--- src/rtl/ppq_pkg.sv ---
package ppq_pkg;

    // Queue geometry and field widths.
    localparam int LEVEL_DEPTH = 8;
    localparam int NUM_LEVELS  = 6;
    localparam int TAG_BITS    = 8;
    localparam int TIME_BITS   = 16;
    localparam int PRIO_BITS   = 3;
    localparam int STATUS_BITS = 3;

    localparam int LVL_W     = $clog2(NUM_LEVELS);
    localparam int PTR_W     = (LEVEL_DEPTH > 1) ? $clog2(LEVEL_DEPTH) : 1;
    localparam int CNT_W     = $clog2(LEVEL_DEPTH + 1);
    localparam int MEM_DEPTH = NUM_LEVELS * LEVEL_DEPTH;
    localparam int ADDR_W    = $clog2(MEM_DEPTH);
    localparam int ENTRY_W   = TAG_BITS + TIME_BITS;

    // Request operation codes.
    localparam logic FUNC_ADD      = 1'b0;
    localparam logic FUNC_DISPATCH = 1'b1;

    // Result status codes.
    typedef enum logic [STATUS_BITS-1:0] {
        ST_ADDED      = 3'd0,
        ST_DISPATCHED = 3'd1,
        ST_FULL       = 3'd2,
        ST_EMPTY      = 3'd3,
        ST_BAD_PRIO   = 3'd4
    } t_status;

    // Controller states.
    typedef enum logic [1:0] {
        S_IDLE,
        S_EXEC,
        S_READ
    } t_state;

    // Commands from the controller to the datapath.
    typedef struct packed {
        logic capture;
        logic exec;
        logic finish;
    } t_cmd;

    // Status from the datapath to the controller.
    typedef struct packed {
        logic need_read;
        logic out_busy;
    } t_dp_stat;

endpackage

--- src/rtl/ppq_ctrl.sv ---
module ppq_ctrl (
    input  logic              i_clk,
    input  logic              i_rst_n,
    input  logic              i_in_valid,
    input  logic              i_out_ready,
    input  ppq_pkg::t_dp_stat i_stat,
    output logic              o_in_ready,
    output ppq_pkg::t_cmd     o_cmd
);
    import ppq_pkg::*;

    t_state r_state;
    t_state n_state;
    logic   out_free;

    // State register.
    always_ff @(posedge i_clk) begin
        if (!i_rst_n) begin
            r_state <= S_IDLE;
        end else begin
            r_state <= n_state;
        end
    end

    // The result register can take a new result when empty or being drained.
    assign out_free = !i_stat.out_busy || i_out_ready;

    // Next state and commands.
    always_comb begin
        n_state    = r_state;
        o_cmd      = '0;
        o_in_ready = 1'b0;
        case (r_state)
            S_IDLE: begin
                o_in_ready = 1'b1;
                if (i_in_valid) begin
                    o_cmd.capture = 1'b1;
                    n_state       = S_EXEC;
                end
            end
            S_EXEC: begin
                if (out_free) begin
                    o_cmd.exec = 1'b1;
                    n_state    = i_stat.need_read ? S_READ : S_IDLE;
                end
            end
            S_READ: begin
                if (out_free) begin
                    o_cmd.finish = 1'b1;
                    n_state      = S_IDLE;
                end
            end
            default: begin
                n_state = S_IDLE;
            end
        endcase
    end

endmodule

--- src/rtl/ppq_dp.sv ---
module ppq_dp (
    input  logic                          i_clk,
    input  logic                          i_rst_n,
    input  ppq_pkg::t_cmd                 i_cmd,
    input  logic                          i_func,
    input  logic [ppq_pkg::TAG_BITS-1:0]  i_process_tag,
    input  logic [ppq_pkg::TIME_BITS-1:0] i_run_time,
    input  logic [ppq_pkg::PRIO_BITS-1:0] i_priority_level,
    input  logic                          i_out_ready,
    output ppq_pkg::t_dp_stat             o_stat,
    output logic                          o_out_valid,
    output logic [ppq_pkg::STATUS_BITS-1:0] o_status,
    output logic [ppq_pkg::TAG_BITS-1:0]  o_out_tag,
    output logic [ppq_pkg::TIME_BITS-1:0] o_out_run_time,
    output logic [ppq_pkg::PRIO_BITS-1:0] o_out_priority
);
    import ppq_pkg::*;

    // Captured request.
    logic                 r_func;
    logic [TAG_BITS-1:0]  r_tag;
    logic [TIME_BITS-1:0] r_time;
    logic [PRIO_BITS-1:0] r_prio;

    // Per-level FIFO bookkeeping.
    logic [PTR_W-1:0] r_head  [NUM_LEVELS];
    logic [PTR_W-1:0] r_tail  [NUM_LEVELS];
    logic [CNT_W-1:0] r_count [NUM_LEVELS];

    // Entry memory and its registered read port.
    logic [ENTRY_W-1:0] r_mem [MEM_DEPTH];
    logic [ENTRY_W-1:0] r_rd_data;
    logic [LVL_W-1:0]   r_rd_lvl;

    // Result register.
    logic                 r_out_valid;
    t_status              r_status;
    logic [TAG_BITS-1:0]  r_out_tag;
    logic [TIME_BITS-1:0] r_out_time;
    logic [PRIO_BITS-1:0] r_out_prio;

    logic [LVL_W-1:0]  add_lvl;
    logic [LVL_W-1:0]  disp_lvl;
    logic              prio_ok;
    logic              lvl_full;
    logic              found;
    logic              add_ok;
    logic              need_read;
    logic [ADDR_W-1:0] wr_addr;
    logic [ADDR_W-1:0] rd_addr;
    t_status           exec_status;

    // Request capture.
    always_ff @(posedge i_clk) begin
        if (i_cmd.capture) begin
            r_func <= i_func;
            r_tag  <= i_process_tag;
            r_time <= i_run_time;
            r_prio <= i_priority_level;
        end
    end

    // Decode of the captured request against the level state.
    always_comb begin
        add_lvl  = LVL_W'(r_prio);
        prio_ok  = 32'(r_prio) < NUM_LEVELS;
        lvl_full = prio_ok && (r_count[add_lvl] == CNT_W'(LEVEL_DEPTH));
        found    = 1'b0;
        disp_lvl = '0;
        // Lowest-numbered non-empty level wins.
        for (int l = NUM_LEVELS - 1; l >= 0; l--) begin
            if (r_count[l] != '0) begin
                found    = 1'b1;
                disp_lvl = LVL_W'(l);
            end
        end
        add_ok    = (r_func == FUNC_ADD) && prio_ok && !lvl_full;
        need_read = (r_func == FUNC_DISPATCH) && found;
        wr_addr   = ADDR_W'(ADDR_W'(add_lvl) * ADDR_W'(LEVEL_DEPTH))
                    + ADDR_W'(r_tail[add_lvl]);
        rd_addr   = ADDR_W'(ADDR_W'(disp_lvl) * ADDR_W'(LEVEL_DEPTH))
                    + ADDR_W'(r_head[disp_lvl]);
        if (r_func == FUNC_DISPATCH) begin
            exec_status = ST_EMPTY;
        end else if (!prio_ok) begin
            exec_status = ST_BAD_PRIO;
        end else if (lvl_full) begin
            exec_status = ST_FULL;
        end else begin
            exec_status = ST_ADDED;
        end
    end

    assign o_stat.need_read = need_read;
    assign o_stat.out_busy  = r_out_valid;

    // Head, tail and fill count of each level.
    always_ff @(posedge i_clk) begin
        if (!i_rst_n) begin
            for (int l = 0; l < NUM_LEVELS; l++) begin
                r_head[l]  <= '0;
                r_tail[l]  <= '0;
                r_count[l] <= '0;
            end
        end else if (i_cmd.exec) begin
            if (add_ok) begin
                r_tail[add_lvl]  <= (r_tail[add_lvl] == PTR_W'(LEVEL_DEPTH - 1)) ?
                                    '0 : r_tail[add_lvl] + 1'b1;
                r_count[add_lvl] <= r_count[add_lvl] + 1'b1;
            end else if (need_read) begin
                r_head[disp_lvl]  <= (r_head[disp_lvl] == PTR_W'(LEVEL_DEPTH - 1)) ?
                                     '0 : r_head[disp_lvl] + 1'b1;
                r_count[disp_lvl] <= r_count[disp_lvl] - 1'b1;
            end
        end
    end

    // Entry memory: one write or one read per request.
    always_ff @(posedge i_clk) begin
        if (i_cmd.exec && add_ok) begin
            r_mem[wr_addr] <= {r_tag, r_time};
        end
        if (i_cmd.exec && need_read) begin
            r_rd_data <= r_mem[rd_addr];
            r_rd_lvl  <= disp_lvl;
        end
    end

    // Result valid flag.
    always_ff @(posedge i_clk) begin
        if (!i_rst_n) begin
            r_out_valid <= 1'b0;
        end else if ((i_cmd.exec && !need_read) || i_cmd.finish) begin
            r_out_valid <= 1'b1;
        end else if (i_out_ready) begin
            r_out_valid <= 1'b0;
        end
    end

    // Result payload.
    always_ff @(posedge i_clk) begin
        if (i_cmd.exec && !need_read) begin
            r_status   <= exec_status;
            r_out_tag  <= '0;
            r_out_time <= '0;
            r_out_prio <= '0;
        end else if (i_cmd.finish) begin
            r_status   <= ST_DISPATCHED;
            r_out_tag  <= r_rd_data[ENTRY_W-1:TIME_BITS];
            r_out_time <= r_rd_data[TIME_BITS-1:0];
            r_out_prio <= PRIO_BITS'(r_rd_lvl);
        end
    end

    assign o_out_valid    = r_out_valid;
    assign o_status       = r_status;
    assign o_out_tag      = r_out_tag;
    assign o_out_run_time = r_out_time;
    assign o_out_priority = r_out_prio;

endmodule

--- src/rtl/priority_process_queue.sv ---
// Channel   Handshake                     Payload
// request   i_in_valid / o_in_ready       i_func, i_process_tag, i_run_time,
//                                         i_priority_level
// result    o_out_valid / i_out_ready     o_status, o_out_tag, o_out_run_time,
//                                         o_out_priority
//
// The accepting edge captures a request; the execute state decides it and touches the
// entry memory; a dispatch then passes the read state for the registered memory read.
// A new request is taken only once the previous one has left the execute state (add)
// or the read state (dispatch); both states wait for the result register to free.
// Synchronous active-low reset empties every level; the entry memory is not cleared.
// A waiting result does not block acceptance; the next request stalls before any
// state change until the result register frees.
module priority_process_queue (
    input  logic                          i_clk,
    input  logic                          i_rst_n,
    input  logic                          i_in_valid,
    output logic                          o_in_ready,
    input  logic                          i_func,
    input  logic [ppq_pkg::TAG_BITS-1:0]  i_process_tag,
    input  logic [ppq_pkg::TIME_BITS-1:0] i_run_time,
    input  logic [ppq_pkg::PRIO_BITS-1:0] i_priority_level,
    output logic                          o_out_valid,
    input  logic                          i_out_ready,
    output logic [ppq_pkg::STATUS_BITS-1:0] o_status,
    output logic [ppq_pkg::TAG_BITS-1:0]  o_out_tag,
    output logic [ppq_pkg::TIME_BITS-1:0] o_out_run_time,
    output logic [ppq_pkg::PRIO_BITS-1:0] o_out_priority
);
    import ppq_pkg::*;

    t_cmd     cmd;
    t_dp_stat dp_stat;

    // Sequencing of each request.
    ppq_ctrl u_ctrl (
        .i_clk       (i_clk),
        .i_rst_n     (i_rst_n),
        .i_in_valid  (i_in_valid),
        .i_out_ready (i_out_ready),
        .i_stat      (dp_stat),
        .o_in_ready  (o_in_ready),
        .o_cmd       (cmd)
    );

    // Level FIFOs, entry memory and result register.
    ppq_dp u_dp (
        .i_clk            (i_clk),
        .i_rst_n          (i_rst_n),
        .i_cmd            (cmd),
        .i_func           (i_func),
        .i_process_tag    (i_process_tag),
        .i_run_time       (i_run_time),
        .i_priority_level (i_priority_level),
        .i_out_ready      (i_out_ready),
        .o_stat           (dp_stat),
        .o_out_valid      (o_out_valid),
        .o_status         (o_status),
        .o_out_tag        (o_out_tag),
        .o_out_run_time   (o_out_run_time),
        .o_out_priority   (o_out_priority)
    );

endmodule

--- config.mk ---
export PLATFORM = sky130hd
export DESIGN_NAME = priority_process_queue
export DESIGN_NICKNAME = d
export VERILOG_FILES = /design/src/rtl/ppq_pkg.sv /design/src/rtl/ppq_ctrl.sv /design/src/rtl/ppq_dp.sv /design/src/rtl/priority_process_queue.sv
export SDC_FILE = /design/constraint.sdc
export NUM_CORES = 2
export LEC_CHECK = 0
export BUFFER_PORTS_ARGS = -buffer_cell sky130_fd_sc_hd__buf_2
export CORE_UTILIZATION = 42
export CTS_CLUSTER_DIAMETER = 50
export DETAILED_ROUTE_END_ITERATION = 10
export SYNTH_ARGS = -nofsm -noshare
export SYNTH_HDL_FRONTEND = slang
export SYNTH_SLANG_ARGS = --single-unit
export TNS_END_PERCENT = 20
--- constraint.sdc ---
create_clock -name i_clk -period 5 [get_ports i_clk]
set_clock_uncertainty 0.15 [all_clocks]
set_input_delay 0.25 -clock i_clk [delete_from_list [all_inputs] [get_ports i_clk]]
set_output_delay 0.25 -clock i_clk [all_outputs]
set_load 0.1 [all_outputs]
==> out/results.ini <==
[outcome]
status = complete, no violations

[worst_hold_path]
hold_path_class = input pin to flip-flop
hold_start = i_process_tag[6]
hold_end = u_dp.r_tag[6]$_DFFE_PP_
hold_path_depth = 2

[finish]
area_growth_pct = 16.13
fin_cells = 5722
drive_gt1_share_pct = 15.99
nets = 4000
final_core_util_pct = 49.26
final_cell_area_um2 = 62020

[pwr]
power_frac_clock_pct = 41.1
p_sw_share_pct = 24.51
internal_power_mw = 18.78
vdd_drop_max_uv = 350.3
p_switching_mw = 6.100
combinationalPowerShare_pct = 9.4
seqPwrFrac_pct = 49.5
power_density_nw_per_um2 = 401.2
p_leak_nw = 20.76

[setup_path]
cp_max_fo = 74
rr_endpoint = u_dp.r_rd_data[9]$_DFFE_PP_
regToRegStartpoint = u_dp.r_count[5][0]$_DFFE_PP_
crit_chain = or4_1, buf_4, nor2_1, or3_1, inv_2, o31ai_4, nand3_4, buf_4, inv_8, buf_12, a21oi_1, a221oi_1, a32oi_1, o21ai_1, nor2b_1
worstPathRequired_ns = 5.49
cp.arrival_ns = 5.43
slowest_delay_ns = 0.64
cp-end-kind = flip-flop
path_buf_inv = 5
rr_worst_depth = 15
critical-path-top-delay-family = simple AND/OR/NAND/NOR gates
ff2ff_setup_slack_ns = 0.07
cp-start-kind = flip-flop
cpMaxStageDelayCell = or4_1
critical_path_class = flip-flop to flip-flop
timing.critical_path.mode_cell = buf_4

[logic_synthesis]
yosysTopAreaCellShare_pct = 72.20
synth_edf_count = 1284
synth_cell_types = 74
yosysWarnings = 0
synthTopCellsByArea = edfxtp_1 72%, nand2_1 4.3%, mux2i_1 2.3%
yosysMostFrequentCell = edfxtp_1
yosysSeqAreaShare_pct = 73.44
ys_async_sr_fraction_pct = 0
synth_common_cells = 1284 x edfxtp_1, 608 x nand2_1, 169 x nand3_1
yosysTopAreaCell = edfxtp_1
syn_area_um2 = 53400
synthFlopType = edfxtp_1
postSynthCellCount = 3766
syn_avg_cell_area_um2 = 14.18
ys_ff_latch = 1317

[floorplanning]
die-area_um2 = 128600
die_h_um = 358.6
row_count = 130
io_pins = 64
initial_core_util_pct = 42.42
die_w_um = 358.6
core_um2 = 125900

[timing]
slew_violations = 0
rsz0062_at_grt = true
max_freq_mhz = 202.7
worstMarginPinSlew_ns = 1.207
tns_ns = 0
slew_headroom_pct = 19.53
post-route-min-period_ns = 4.933
final-hold-violation-count = 0
setup_viol = 0
fin_crit_sh_pct = 98.67
fin_ws_ns = 0.06669

[run]
maxCapViolCount = 0

[global_route]
grt_max_degree = 127
grt_first_pass_wirelength_um = 231400
antenna_found_initial = 2
grt_pass1_vias = 33070
track_usage_pct = 24.91
grt_overflow = 0

[clock_tree]
cts_tree = done
root_buffer = clkbuf_16
clk_path_buf_depth = 3
htree_levels = 4
clkTransAtPathRegs_ns = 0.06
clock-sinks = 1317
numCtsBuffers = 143
clock_latency_ns = 0.78

[detailed_routing]
drt_iter0_drc = 4348
vias = 34640
drc = 0
ant_nets = 0
drt-vias-per-instance = 6.054
dr.pass1.iters = 6
routed_wl_um = 160300
routedWlPerCell_um = 28.01

[placed_design]
numPortBuffers = 63
gp_congestion = 0.8652
place_inst = 5428
pre_cts_slack_ns = -0.05377
place_area_um2 = 57100
dp_hpwl_um = 93240

-- worst max-delay path by stage --
stage	from	to	slack (ns)	cells after the start
after floorplan	flip-flop	u_dp.r_mem[45][0]$_DFFE_PP_	0.94	10
after global placement	u_dp.r_count[5][0]$_DFFE_PP_	u_dp.r_rd_data[7]$_DFFE_PP_	-0.1	13
after detailed placement	u_dp.r_count[5][0]$_DFFE_PP_	u_dp.r_rd_data[15]$_DFFE_PP_	-0.05	15
after CTS	u_dp.r_count[5][0]$_DFFE_PP_	u_dp.r_rd_data[19]$_DFFE_PP_	0.03	15
after global routing	u_dp.r_count[5][1]$_DFFE_PP_	u_dp.r_rd_data[9]$_DFFE_PP_	-0.12	12
final	u_dp.r_count[5][0]$_DFFE_PP_	u_dp.r_rd_data[9]$_DFFE_PP_	0.07	15
-- cells by family after synthesis --
kind of cell | after synthesis | synth area share [%]
AOI/OAI and AO/OA | 741 | 9.381
xor gates and xnor gates | 4 | 0.06561
adders and majority gates | 6 | 0.1406
buffers and inverters | 315 | 2.615
DFF | 1317 | 73.44
muxes | 197 | 4.166
other | 1 | 0.007022
and+or+nand+nor | 1185 | 10.19
-- layout make-up --
type                    instances  area, um^2
repair buffers                321        2825
clock buffers                 177        3769
well taps                    1650        2064
inverters                      32       135.1
multi-input cells            2147       13280
fillers                     10690       63880
clock inverters                77       726.9
flip-flops and latches       1317       39220
diodes                          1       2.502
-- cells in the final DEF (no fill, tap or decap), drive strengths merged, types with 15 or more instances in the layout --
master          n
a311oi         61
dfxtp          33
a32oi          23
mux2i         121
nand2         610
buf           282
nand3         170
edfxtp       1284
a21oi         160
a221oi         21
nand4          75
a211oi         47
nor2b          22
nor4           63
nor3           29
inv            44
o31ai          37
clkbuf        177
o32ai          15
o21ai         110
o2111ai        21
a31oi         110
clkinv         50
dlygate4sd3    39
mux2           62
o22ai          18
o211ai         57
and3           55
nor2          119
-- worst register-to-register path: cells and delay by family, from the launching register on --
kind,cells,cell delay (ns)
AND/OR/NAND/NOR,5,1.63
AO/OA/AOI/OAI,5,1.33
buffers and inverters,5,1.28
flip-flops,1,0.41
-- stage by stage --
stage / hold WS, ns / total power, mW
after CTS: 0.003348 / 25.00
final: 0.04283 / 24.88
after global placement: 0.2794 / 14.84
after global routing: 0.03527 / 25.56
after floorplan: 0.1989 / 13.97
after detailed placement: 0.2788 / 14.86
-- power by group through the flow --
stage          combinational [mW]  clock [mW]  sequential, mW
2_1_floorplan                1.15           0            12.8
3_3_place_gp                 2.29           0            12.5
3_5_place_dp                 2.31           0            12.5
4_1_cts                      2.33        10.4            12.3
5_1_grt                      2.49        10.8            12.3
6_report                     2.34        10.2            12.3
-- repair_timing --
item	in CTS	in global routing
resized for setup	2	3
endpoints found under the setup margin	2	5
hold buffers	39	0
endpoints found under the hold margin	57	0
pin swaps	0	0
setup buffers	0	0
-- sequential cells by signal, indices dropped and copies added, names as in the netlist, 2 cells and up, named ones only --
register             flops
u_dp.r_tag               8
u_ctrl.r_state           2
u_dp.r_count            32
u_dp.r_tail             24
u_dp.add_lvl             3
u_dp.r_head             18
u_dp.o_out_priority      3
u_dp.r_rd_data          24
u_dp.o_status            3
u_dp.r_mem            1152
u_dp.r_time             16
u_dp.o_out_tag           8
u_dp.o_out_run_time     16
u_dp.r_rd_lvl            3
-- layer usage --
layer  up-vias  GRT usage [%]  routed length, um
met3       314          3.741              13030
met2      1738          39.22              74900
li1      15060              -                  -
met5         -              0                  0
met4         0          11.69               7712
met1     17530          34.09              64640
Note: power is estimated with default switching activity, not from simulation.
